===== src/sv/sstc_pkg.sv =====
// Shared types and constants of the sum-score / target correlation core.
// No dependencies; every other file of the block but sstc_mul imports it.
package sstc_pkg;

  localparam int ITEM_W      = 8;
  localparam int NUM_ITEMS   = 8;
  localparam int MAX_ITEMS   = 8;
  localparam logic [ITEM_W-1:0] MISSING_ITEM = 8'd255;

  localparam int CFG_INDEX_W = 4;
  localparam int CFG_DATA_W  = 8;
  localparam int K_W         = 4;

  localparam int TARGET_W    = 24;
  localparam int CORR_W      = 16;
  localparam int ROWS_W      = 17;

  localparam int ROWSUM_W    = 11;
  localparam int PRESENT_W   = 4;
  localparam int SCALED_W    = ROWSUM_W + K_W;
  localparam int DVD_W       = 24;
  localparam int DVS_W       = 5;
  localparam int STEP_W      = 5;
  localparam int SCORE_W     = 20;

  localparam int SQS_W       = 2 * SCORE_W;
  localparam int SQT_W       = 2 * TARGET_W;
  localparam int PR_W        = SCORE_W + TARGET_W + 1;

  localparam int SS_W        = 37;
  localparam int SQQ_W       = 55;
  localparam int ST_W        = 41;
  localparam int STT_W       = 62;
  localparam int SP_W        = 62;
  localparam int WIDE_W      = 192;
  localparam int LIM_SHIFT   = 30;
  localparam int BIT_W       = 4;
  localparam int TOP_TRY_BIT = 14;

  localparam logic [CORR_W-1:0] Q_FULL_SCALE = 16'h8000;
  localparam logic [CORR_W-1:0] Q_POS_MAX    = 16'h7FFF;

  typedef enum logic [CFG_INDEX_W-1:0] {
    REG_ITEM_COUNT = 4'd0,
    REG_NA_REMOVE  = 4'd1
  } cfg_reg_t;

  typedef struct packed {
    logic [ITEM_W-1:0]          item_0;
    logic [ITEM_W-1:0]          item_1;
    logic [ITEM_W-1:0]          item_2;
    logic [ITEM_W-1:0]          item_3;
    logic [ITEM_W-1:0]          item_4;
    logic [ITEM_W-1:0]          item_5;
    logic [ITEM_W-1:0]          item_6;
    logic [ITEM_W-1:0]          item_7;
    logic signed [TARGET_W-1:0] target_value;
    logic                       target_missing;
    logic                       row_last;
  } in_item_t;

  typedef struct packed {
    logic signed [CORR_W-1:0] correlation;
    logic                     correlation_valid;
    logic [ROWS_W-1:0]        rows_used;
  } out_item_t;

  typedef struct packed {
    logic [DVD_W-1:0]           dividend;
    logic [DVS_W-1:0]           divisor;
    logic                       take;
    logic signed [TARGET_W-1:0] target;
    logic                       last;
  } row_entry_t;

  typedef enum logic [3:0] {
    ST_IDLE, ST_DIV, ST_MUL, ST_ACC,
    ST_CHK, ST_A1, ST_A2, ST_B1, ST_B2, ST_C1, ST_C2,
    ST_AB, ST_CC, ST_TRY, ST_CMP, ST_OUT
  } back_state_t;

endpackage


===== src/sv/sstc_front.sv =====
// Front end: accepts rows, sums the present items and classifies each row.
// Depends on sstc_pkg.
module sstc_front (
  input  logic                          in_valid,
  output logic                          in_stall,
  input  sstc_pkg::in_item_t            in_data,
  input  logic [sstc_pkg::K_W-1:0]      item_count,
  input  logic                          na_remove,
  input  logic                          q_full,
  output logic                          push,
  output sstc_pkg::row_entry_t          push_entry
);
  import sstc_pkg::*;

  logic [ITEM_W-1:0]    items [NUM_ITEMS];
  logic [K_W-1:0]       k;
  logic [ROWSUM_W-1:0]  row_sum;
  logic [PRESENT_W-1:0] present;
  logic [SCALED_W-1:0]  scaled;

  assign items = '{in_data.item_0, in_data.item_1, in_data.item_2, in_data.item_3,
                   in_data.item_4, in_data.item_5, in_data.item_6, in_data.item_7};

  always_comb begin
    if (item_count == '0) begin
      k = K_W'(1);
    end else if (item_count > K_W'(MAX_ITEMS)) begin
      k = K_W'(MAX_ITEMS);
    end else begin
      k = item_count;
    end
  end

  always_comb begin
    row_sum = '0;
    present = '0;
    for (int i = 0; i < NUM_ITEMS; i++) begin
      if (K_W'(i) < k && items[i] != MISSING_ITEM) begin
        row_sum = row_sum + ROWSUM_W'(items[i]);
        present = present + PRESENT_W'(1);
      end
    end
  end

  assign scaled = SCALED_W'(row_sum) * SCALED_W'(k);

  always_comb begin
    push_entry.dividend = {scaled, {(DVD_W - SCALED_W){1'b0}}} + DVD_W'(present);
    push_entry.divisor  = {present, 1'b0};
    push_entry.take     = !in_data.target_missing &&
                          (na_remove ? (present != '0) : (present == k));
    push_entry.target   = in_data.target_value;
    push_entry.last     = in_data.row_last;
  end

  assign in_stall = q_full;
  assign push     = in_valid && !q_full;

endmodule


===== config.mk =====
export PLATFORM = sky130hd
export DESIGN_NAME = sstc_front
export DESIGN_NICKNAME = d
export VERILOG_FILES = /design/src/sv/sstc_pkg.sv /design/src/sv/sstc_front.sv
export SDC_FILE = /design/constraint.sdc
export NUM_CORES = 1
export LEC_CHECK = 0
export BUFFER_PORTS_ARGS = -buffer_cell sky130_fd_sc_hd__buf_2
export CORE_ASPECT_RATIO = 1.1
export CORE_MARGIN = 2
export CORE_UTILIZATION = 35
export DETAILED_ROUTE_END_ITERATION = 8
export SYNTH_ARGS = -nofsm -noshare
export SYNTH_HDL_FRONTEND = slang
export SYNTH_SLANG_ARGS = --single-unit

===== constraint.sdc =====
create_clock -name vclk -period 34.6
set_clock_uncertainty 0.2 [all_clocks]
set_input_delay 5.19 -clock vclk [all_inputs]
set_output_delay 5.19 -clock vclk [all_outputs]
set_load 0.05 [all_outputs]

==> results.cfg <==
[worst_setup_path]
path_max_fanout = 15
cp_common_cell = ha_1
required_ps = 29210
path_buf_inv = 7
cp_top_family = compound AO/OA/AOI/OAI gates
cp-end-kind = output pin
critical_path_class = in2out
critPathSlowestCell = fa_1
crit_arrival_ps = 16490
max_stage_delay_ps = 520
critPathLaunchType = input pin

[die]
dieArea_sq_um = 17500
coreArea_sq_um = 16200
die_width_um = 126
ios = 154
start_util_pct = 35.5
row_count = 49
die_y_um = 139

[timing]
slew_violations = 0
hold_viol_final = 0
tns_ps = 0
finalSetupViolations = 0
min_period_ps = 21880
rsz0062_at_grt = false
worstMarginPinSlew_ps = 667
fmax_mhz = 45.7
fin_crit_sh_pct = 63.2
relSlewSlack_pct = 55.6

[global_route]
grt_pass1_wl_um = 24600
grt_pass1_vias = 5243
antenna_found_initial = 1
overflow = 0
grt_max_degree = 29
grt.total_usage_pct = 16.4

[outcome]
outcome = finished clean

[detailed_routing]
drt-initial-drc-count = 250
postRouteWirelength_um = 15200
ant_nets = 0
via_count = 5555
first_pass_iters = 4
wl_per_cell_um = 14.7
vias_per_cell = 5.40
remaining_drc_errors = 0

[yosys]
ys_types = 83
synth_cells = 774
synth-seq-area-share_pct = 0
yosysWarningCount = 0
synthesis.area_sq_um = 5770
avgSynthCellArea_sq_um = 7.46

[layout]
syn_to_final_growth_pct = 7.18
final_cell_mix = buf_2 (98), ha_1 (83), inv_1 (68)
seq_area_sq_um = 0
clock_buffers = 0
seq_cells = 0
final_common_cell = buf_2
drive_gt1_share_pct = 18.3
nets = 1032
diodes = 0

[placed_design]
place.gp.congestion = 0.924
hpwl_um = 13100
numPortBuffers = 98

[clocking]
cts_setup_buffers = 0
cts_hold_buf = 0
cts_resized = 0

[flow_run]
cap_violations = 0

[min_path]
hp-class = in2out
## final cells by class
cell class | instances | area [sq um]
timing repair buffer | 102 | 520
multi-input combinational | 653 | 5140
fill | 1703 | 10100
inverter | 70 | 264
tap | 204 | 255
## routing by layer
layer	routed length [um]	up-vias	GRT usage, %
met5	14	-	0
met1	7010	2561	21.9
met2	7350	131	30.0
met3	659	12	1.08
li1	-	2849	-
met4	123	2	1.39
## cells by family (layout without fill, tap and decap cells)
logic type | after synthesis | in the layout | synth area share, %
AO/OA/AOI/OAI | 232 | 232 | 27.6
XOR/XNOR | 55 | 55 | 9.50
adder cells (fa/ha/maj) | 108 | 108 | 26.7
buffers and inverters | 126 | 172 | 11.2
multiplexers | 24 | 24 | 5.10
other | 1 | 6 | 0.0650
AND/OR/NAND/NOR | 228 | 228 | 19.9
## worst paths after layout
check	start	end	cells after the start	slack, ps
worst max-delay path	in_data[86]	push_entry[54]	56	12720
worst min-delay path	in_data[11]	push_entry[10]	0	10180
## synthesized netlist by cell type (10+ instances only)
cell type	number	area share (%)
nor2b_1	17	1.8
fa_1	25	8.7
buf_4	38	4.9
nor3_1	13	1.1
o21ai_0	40	3.5
a211oi_1	11	1.4
xor2_1	12	1.8
and2_1	13	1.4
nand2_1	59	3.8
inv_1	68	4.4
a21o_1	18	2.3
o21a_1	21	2.7
nor2_1	58	3.8
xnor2_1	36	5.5
ha_1	83	18
a21oi_1	50	4.3
nand4_1	17	1.8
o21bai_1	10	1.3
## per-stage QoR
stage          instance area [sq um]  std cells  utilization [%]  hold slack [ps]  setup slack [ps]
3_5_place_dp                    6180       1029             38.1            10180             12700
3_3_place_gp                    6180       1029             38.1            10180             12880
2_1_floorplan                   5790        779                -            10350             13690
5_1_grt                         6180       1029             38.1            10180             11620
4_1_cts                         6180       1029             38.1            10180             12670
6_report                        6180       1029             38.1            10180             12720
Power is left out: the tool's default activity adds up to more than one toggle a clock period on the data nets, which glitch-free logic cannot reach.
