===== src/sv/sstc_pkg.sv =====
// Shared types and constants of the sum-score / target correlation core.
// No dependencies; every other file of the block but sstc_mul imports it.
package sstc_pkg;

  localparam int ITEM_W      = 8;
  localparam int NUM_ITEMS   = 8;
  localparam int MAX_ITEMS   = 8;
  localparam logic [ITEM_W-1:0] MISSING_ITEM = 8'd255;

  localparam int CFG_INDEX_W = 4;
  localparam int CFG_DATA_W  = 8;
  localparam int K_W         = 4;

  localparam int TARGET_W    = 24;
  localparam int CORR_W      = 16;
  localparam int ROWS_W      = 17;

  localparam int ROWSUM_W    = 11;
  localparam int PRESENT_W   = 4;
  localparam int SCALED_W    = ROWSUM_W + K_W;
  localparam int DVD_W       = 24;
  localparam int DVS_W       = 5;
  localparam int STEP_W      = 5;
  localparam int SCORE_W     = 20;

  localparam int SQS_W       = 2 * SCORE_W;
  localparam int SQT_W       = 2 * TARGET_W;
  localparam int PR_W        = SCORE_W + TARGET_W + 1;

  localparam int SS_W        = 37;
  localparam int SQQ_W       = 55;
  localparam int ST_W        = 41;
  localparam int STT_W       = 62;
  localparam int SP_W        = 62;
  localparam int WIDE_W      = 192;
  localparam int LIM_SHIFT   = 30;
  localparam int BIT_W       = 4;
  localparam int TOP_TRY_BIT = 14;

  localparam logic [CORR_W-1:0] Q_FULL_SCALE = 16'h8000;
  localparam logic [CORR_W-1:0] Q_POS_MAX    = 16'h7FFF;

  typedef enum logic [CFG_INDEX_W-1:0] {
    REG_ITEM_COUNT = 4'd0,
    REG_NA_REMOVE  = 4'd1
  } cfg_reg_t;

  typedef struct packed {
    logic [ITEM_W-1:0]          item_0;
    logic [ITEM_W-1:0]          item_1;
    logic [ITEM_W-1:0]          item_2;
    logic [ITEM_W-1:0]          item_3;
    logic [ITEM_W-1:0]          item_4;
    logic [ITEM_W-1:0]          item_5;
    logic [ITEM_W-1:0]          item_6;
    logic [ITEM_W-1:0]          item_7;
    logic signed [TARGET_W-1:0] target_value;
    logic                       target_missing;
    logic                       row_last;
  } in_item_t;

  typedef struct packed {
    logic signed [CORR_W-1:0] correlation;
    logic                     correlation_valid;
    logic [ROWS_W-1:0]        rows_used;
  } out_item_t;

  typedef struct packed {
    logic [DVD_W-1:0]           dividend;
    logic [DVS_W-1:0]           divisor;
    logic                       take;
    logic signed [TARGET_W-1:0] target;
    logic                       last;
  } row_entry_t;

  typedef enum logic [3:0] {
    ST_IDLE, ST_DIV, ST_MUL, ST_ACC,
    ST_CHK, ST_A1, ST_A2, ST_B1, ST_B2, ST_C1, ST_C2,
    ST_AB, ST_CC, ST_TRY, ST_CMP, ST_OUT
  } back_state_t;

endpackage


===== src/sv/sstc_queue.sv =====
// Short first-in first-out queue of classified rows between front and back.
// Depends on sstc_pkg.
module sstc_queue #(
  parameter int DEPTH = 4
) (
  input  logic                 clk,
  input  logic                 rst,
  input  logic                 push,
  input  sstc_pkg::row_entry_t push_entry,
  output logic                 full,
  input  logic                 pop,
  output sstc_pkg::row_entry_t head,
  output logic                 empty
);
  import sstc_pkg::*;

  localparam int AW = (DEPTH > 1) ? $clog2(DEPTH) : 1;
  localparam int CW = $clog2(DEPTH + 1);

  row_entry_t     slots [DEPTH];
  logic [AW-1:0]  wr_ptr;
  logic [AW-1:0]  rd_ptr;
  logic [CW-1:0]  count;
  logic           do_push;
  logic           do_pop;

  assign full    = (count == CW'(DEPTH));
  assign empty   = (count == '0);
  assign do_push = push && !full;
  assign do_pop  = pop && !empty;
  assign head    = slots[rd_ptr];

  always_ff @(posedge clk) begin
    if (do_push) begin
      slots[wr_ptr] <= push_entry;
    end
  end

  always_ff @(posedge clk) begin
    if (rst) begin
      wr_ptr <= '0;
      rd_ptr <= '0;
      count  <= '0;
    end else begin
      if (do_push) begin
        wr_ptr <= (wr_ptr == AW'(DEPTH - 1)) ? '0 : wr_ptr + AW'(1);
      end
      if (do_pop) begin
        rd_ptr <= (rd_ptr == AW'(DEPTH - 1)) ? '0 : rd_ptr + AW'(1);
      end
      if (do_push && !do_pop) begin
        count <= count + CW'(1);
      end else if (do_pop && !do_push) begin
        count <= count - CW'(1);
      end
    end
  end

endmodule


===== config.mk =====
export PLATFORM = sky130hd
export DESIGN_NAME = sstc_queue
export DESIGN_NICKNAME = d
export VERILOG_FILES = /design/src/sv/sstc_pkg.sv /design/src/sv/sstc_queue.sv
export SDC_FILE = /design/constraint.sdc
export NUM_CORES = 1
export LEC_CHECK = 0
export ABC_AREA = 1
export BUFFER_PORTS_ARGS = -buffer_cell sky130_fd_sc_hd__buf_2
export CAP_MARGIN = 10
export CELL_PAD_IN_SITES_DETAIL_PLACEMENT = 1
export CELL_PAD_IN_SITES_GLOBAL_PLACEMENT = 1
export CORE_UTILIZATION = 35
export CTS_CLUSTER_DIAMETER = 60
export CTS_CLUSTER_SIZE = 14
export DETAILED_ROUTE_END_ITERATION = 16
export HOLD_SLACK_MARGIN = 0.02
export PLACE_DENSITY_LB_ADDON = 0.1
export SYNTH_ARGS = -nofsm -noshare
export SYNTH_HDL_FRONTEND = slang
export SYNTH_SLANG_ARGS = --single-unit

===== constraint.sdc =====
create_clock -name clk -period 5.85 [get_ports clk]
set_clock_uncertainty 0.05 [all_clocks]
set_input_delay 0.8775 -clock clk [delete_from_list [all_inputs] [get_ports clk]]
set_output_delay 0.8775 -clock clk [all_outputs]
set_load 0.05 [all_outputs]

==> summary.txt <==
status - completed
mux contribution to synthesized area - 0%
Synth Cell Area - 8660 um2
post-cts sizing count - 0
YS warnings - 0
Max IR drop VDD - 0.397 mV
capturing point of the worst reg2reg path - slots[2][18]
Data required, critical path - 4.92 ns
worst-path maximum fanout - 110
# port buffers - 115
CTS Sinks - 229
post-synth top area share - 76.3%
die area - 25400 um2
busiest grt layer - met2
commonest non-fill, non-tap cell in the layout - edfxtp_1
overall power - 5570 uW
CTS Buffer Depth - 3
Max-Cap Viols - 0
Final setup viols - 0
Final Cycle Share - 60.8%
cell count after synthesis - 603
register area share after synthesis - 78.4%
WL per Instance - 19.2 um
Crit Path Category - reg -> out
Die W - 159 um
TritonCTS Buffers - 23
DR vias/cell - 5.00
nature of the critical path startpoint - flip-flop
hold path cells - 2
register bit count reported by yosys - 229
Slew Limit Fails - 0
syn nets - 669
gr ovfl total - 0
Detailed Route Iter0 Violations - 171
number of primary I/O pins - 116
minimum clock period - 3.55 ns
RSZ-0062 raised after global routing - false
vias in the first global route - 5690
Post-Route WL - 20.3 mm
Worst path slowest cell - buf_4
DP Worst Slack - 2.81 ns
share of cells above drive strength 1 - 22.3%
first-pass GRT wire length - 31.7 mm
most frequent cells in the layout - edfxtp_1 (220), nor2_1 (121), buf_2 (115), o21ai_0 (65), o22ai_1 (55)
Slew @ Worst Pin - 1.14 ns
via count - 5301
H-tree level count - 1
GR Util met1 - 19.4%
final net count - 781
count of cell types in the netlist - 20
GPL Wtd Cong - 0.693
cells along the critical path - buf_4 > o21ai_0 > o22ai_1 > buf_2
worst r2r src - count[0]
R2R depth - 5
clock-pin transition on the worst setup and hold timing paths - 0.06 ns
drt drc - 0
chip height - 159 um
Synth Area in Compound Gates - 10.6%
max incr delay on CP - 0.79 ns
combinational family with the most area after synthesis - compound AO/OA/AOI/OAI gates
met2 usage - 29.0%
Starting Density - 35.6%
Detail Route Antenna Nets - 0
HP Start - rd_ptr[1]
Final WS setup - 2.30 ns
largest area contributor in the netlist - edfxtp_1
GRT Util Overall - 16.2%
arrival time at the worst endpoint - 2.63 ns
Clk Latency, worst-skew pair - 0.51 ns
post-synthesis adder-cell area fraction - 1.10%
simple-gate area share of the yosys netlist - 6.39%
power density over the cells - 542 nW/um2
GRT met3 Usage - 4.01%
P&R area growth vs syn - 18.7%
Synth area leaders - edfxtp_1 (76%), nor2_1 (5.4%), o22ai_1 (4.0%)
# Post-CTS Setup Buffers - 0
Final Hold Vio Count - 0
Lkg Pwr - 0.00360 uW
Syn Area/Cell - 14.4 um2
largest net degree at the start of global routing - 111
Fin Setup TNS - 0 ns
crit end category - primary output
Reg2Reg Setup Slack - 3.34 ns
root buffer cell - clkbuf_16
Hold Path Class - reg -> reg
xor/xnor share of the synthesized area - 0.101%
CTS tree - built
hold-fix buffers at CTS - 0
Post-DP HPWL - 11.1 mm
drt pass-1 iters - 6
fmax - 281 MHz
slew margin rel. - 23.9%
core area - 24300 um2
antenna violations before repair - 5
row count - 57
==> layer usage <==
metal	wire length (um)	share of wire, %
met1	8620	42
met2	10300	51
met3	1000	4.9
met4	414	2.0
met5	10	0.049
==> state kept, by name, indices dropped and copies added, names as in the netlist, named ones only <==
signal  cells
slots     220
count       3
rd_ptr      2
wr_ptr      2
==> power breakdown <==
part	internal [uW]	switching, uW	total [uW]
clock	863	605	1470
combinational	428	1620	2050
sequential	2000	51.3	2050
total	3290	2270	5570
==> cell families (layout without fill, tap and decap cells) <==
| logic type | Yosys count | count (layout) |
|---|---|---|
| AND/OR/NAND/NOR | 144 | 144 |
| XOR/XNOR | 1 | 1 |
| flip-flops | 229 | 229 |
| AO/OA/AOI/OAI | 169 | 169 |
| other | 0 | 5 |
| adder cells (fa/ha/maj) | 7 | 7 |
| buffers and inverters | 53 | 181 |
==> synth_stat cells, drive strengths merged <==
| cell | n |
|---|---|
| nand3 | 2 |
| nand3b | 2 |
| buf | 17 |
| nand4 | 1 |
| fa | 1 |
| xor2 | 1 |
| clkbuf | 18 |
| edfxtp | 220 |
| inv | 18 |
| ha | 6 |
| a21oi | 3 |
| nor2 | 125 |
| dfxtp | 9 |
| nand2 | 14 |
| o21ai | 111 |
| o22ai | 55 |
==> worst max-delay path: cells and delay by family (launching register included) <==
| family | cells | cell delay [ns] |
|---|---|---|
| buffers and inverters | 2 | 1.11 |
| AO/OA/AOI/OAI | 2 | 0.52 |
| flip-flops | 1 | 0.35 |
==> worst max-delay path by stage <==
stage	from	end	depth (start not counted)
floorplan	push	slots[0][0]	2
global placement	flip-flop	head[36]	4
detailed placement	flip-flop	head[44]	4
CTS	flip-flop	head[44]	4
global route	flip-flop	head[36]	4
finish	flip-flop	head[36]	4
==> area by class of cell <==
cell class | count | area [um2]
tap | 324 | 405
multi-input combinational | 321 | 1600
clock buffer | 29 | 598
sequential | 229 | 6790
antenna | 5 | 12.5
clock inverter | 12 | 150
inverter | 18 | 70.1
timing repair buffer | 122 | 648
fill | 2498 | 14000
==> stage by stage <==
step / cells / util (%) / hold slack [ns] / area [um2]
finish: 1060 / 42.3 / 0.471 / 10300
global placement: 1013 / 39.0 / 0.464 / 9490
detailed placement: 1013 / 39.0 / 0.466 / 9490
floorplan: 603 / - / 0.433 / 8660
global route: 1057 / 42.2 / 0.503 / 10300
CTS: 1054 / 42.1 / 0.472 / 10200
Power figures use the tool's default switching activity.
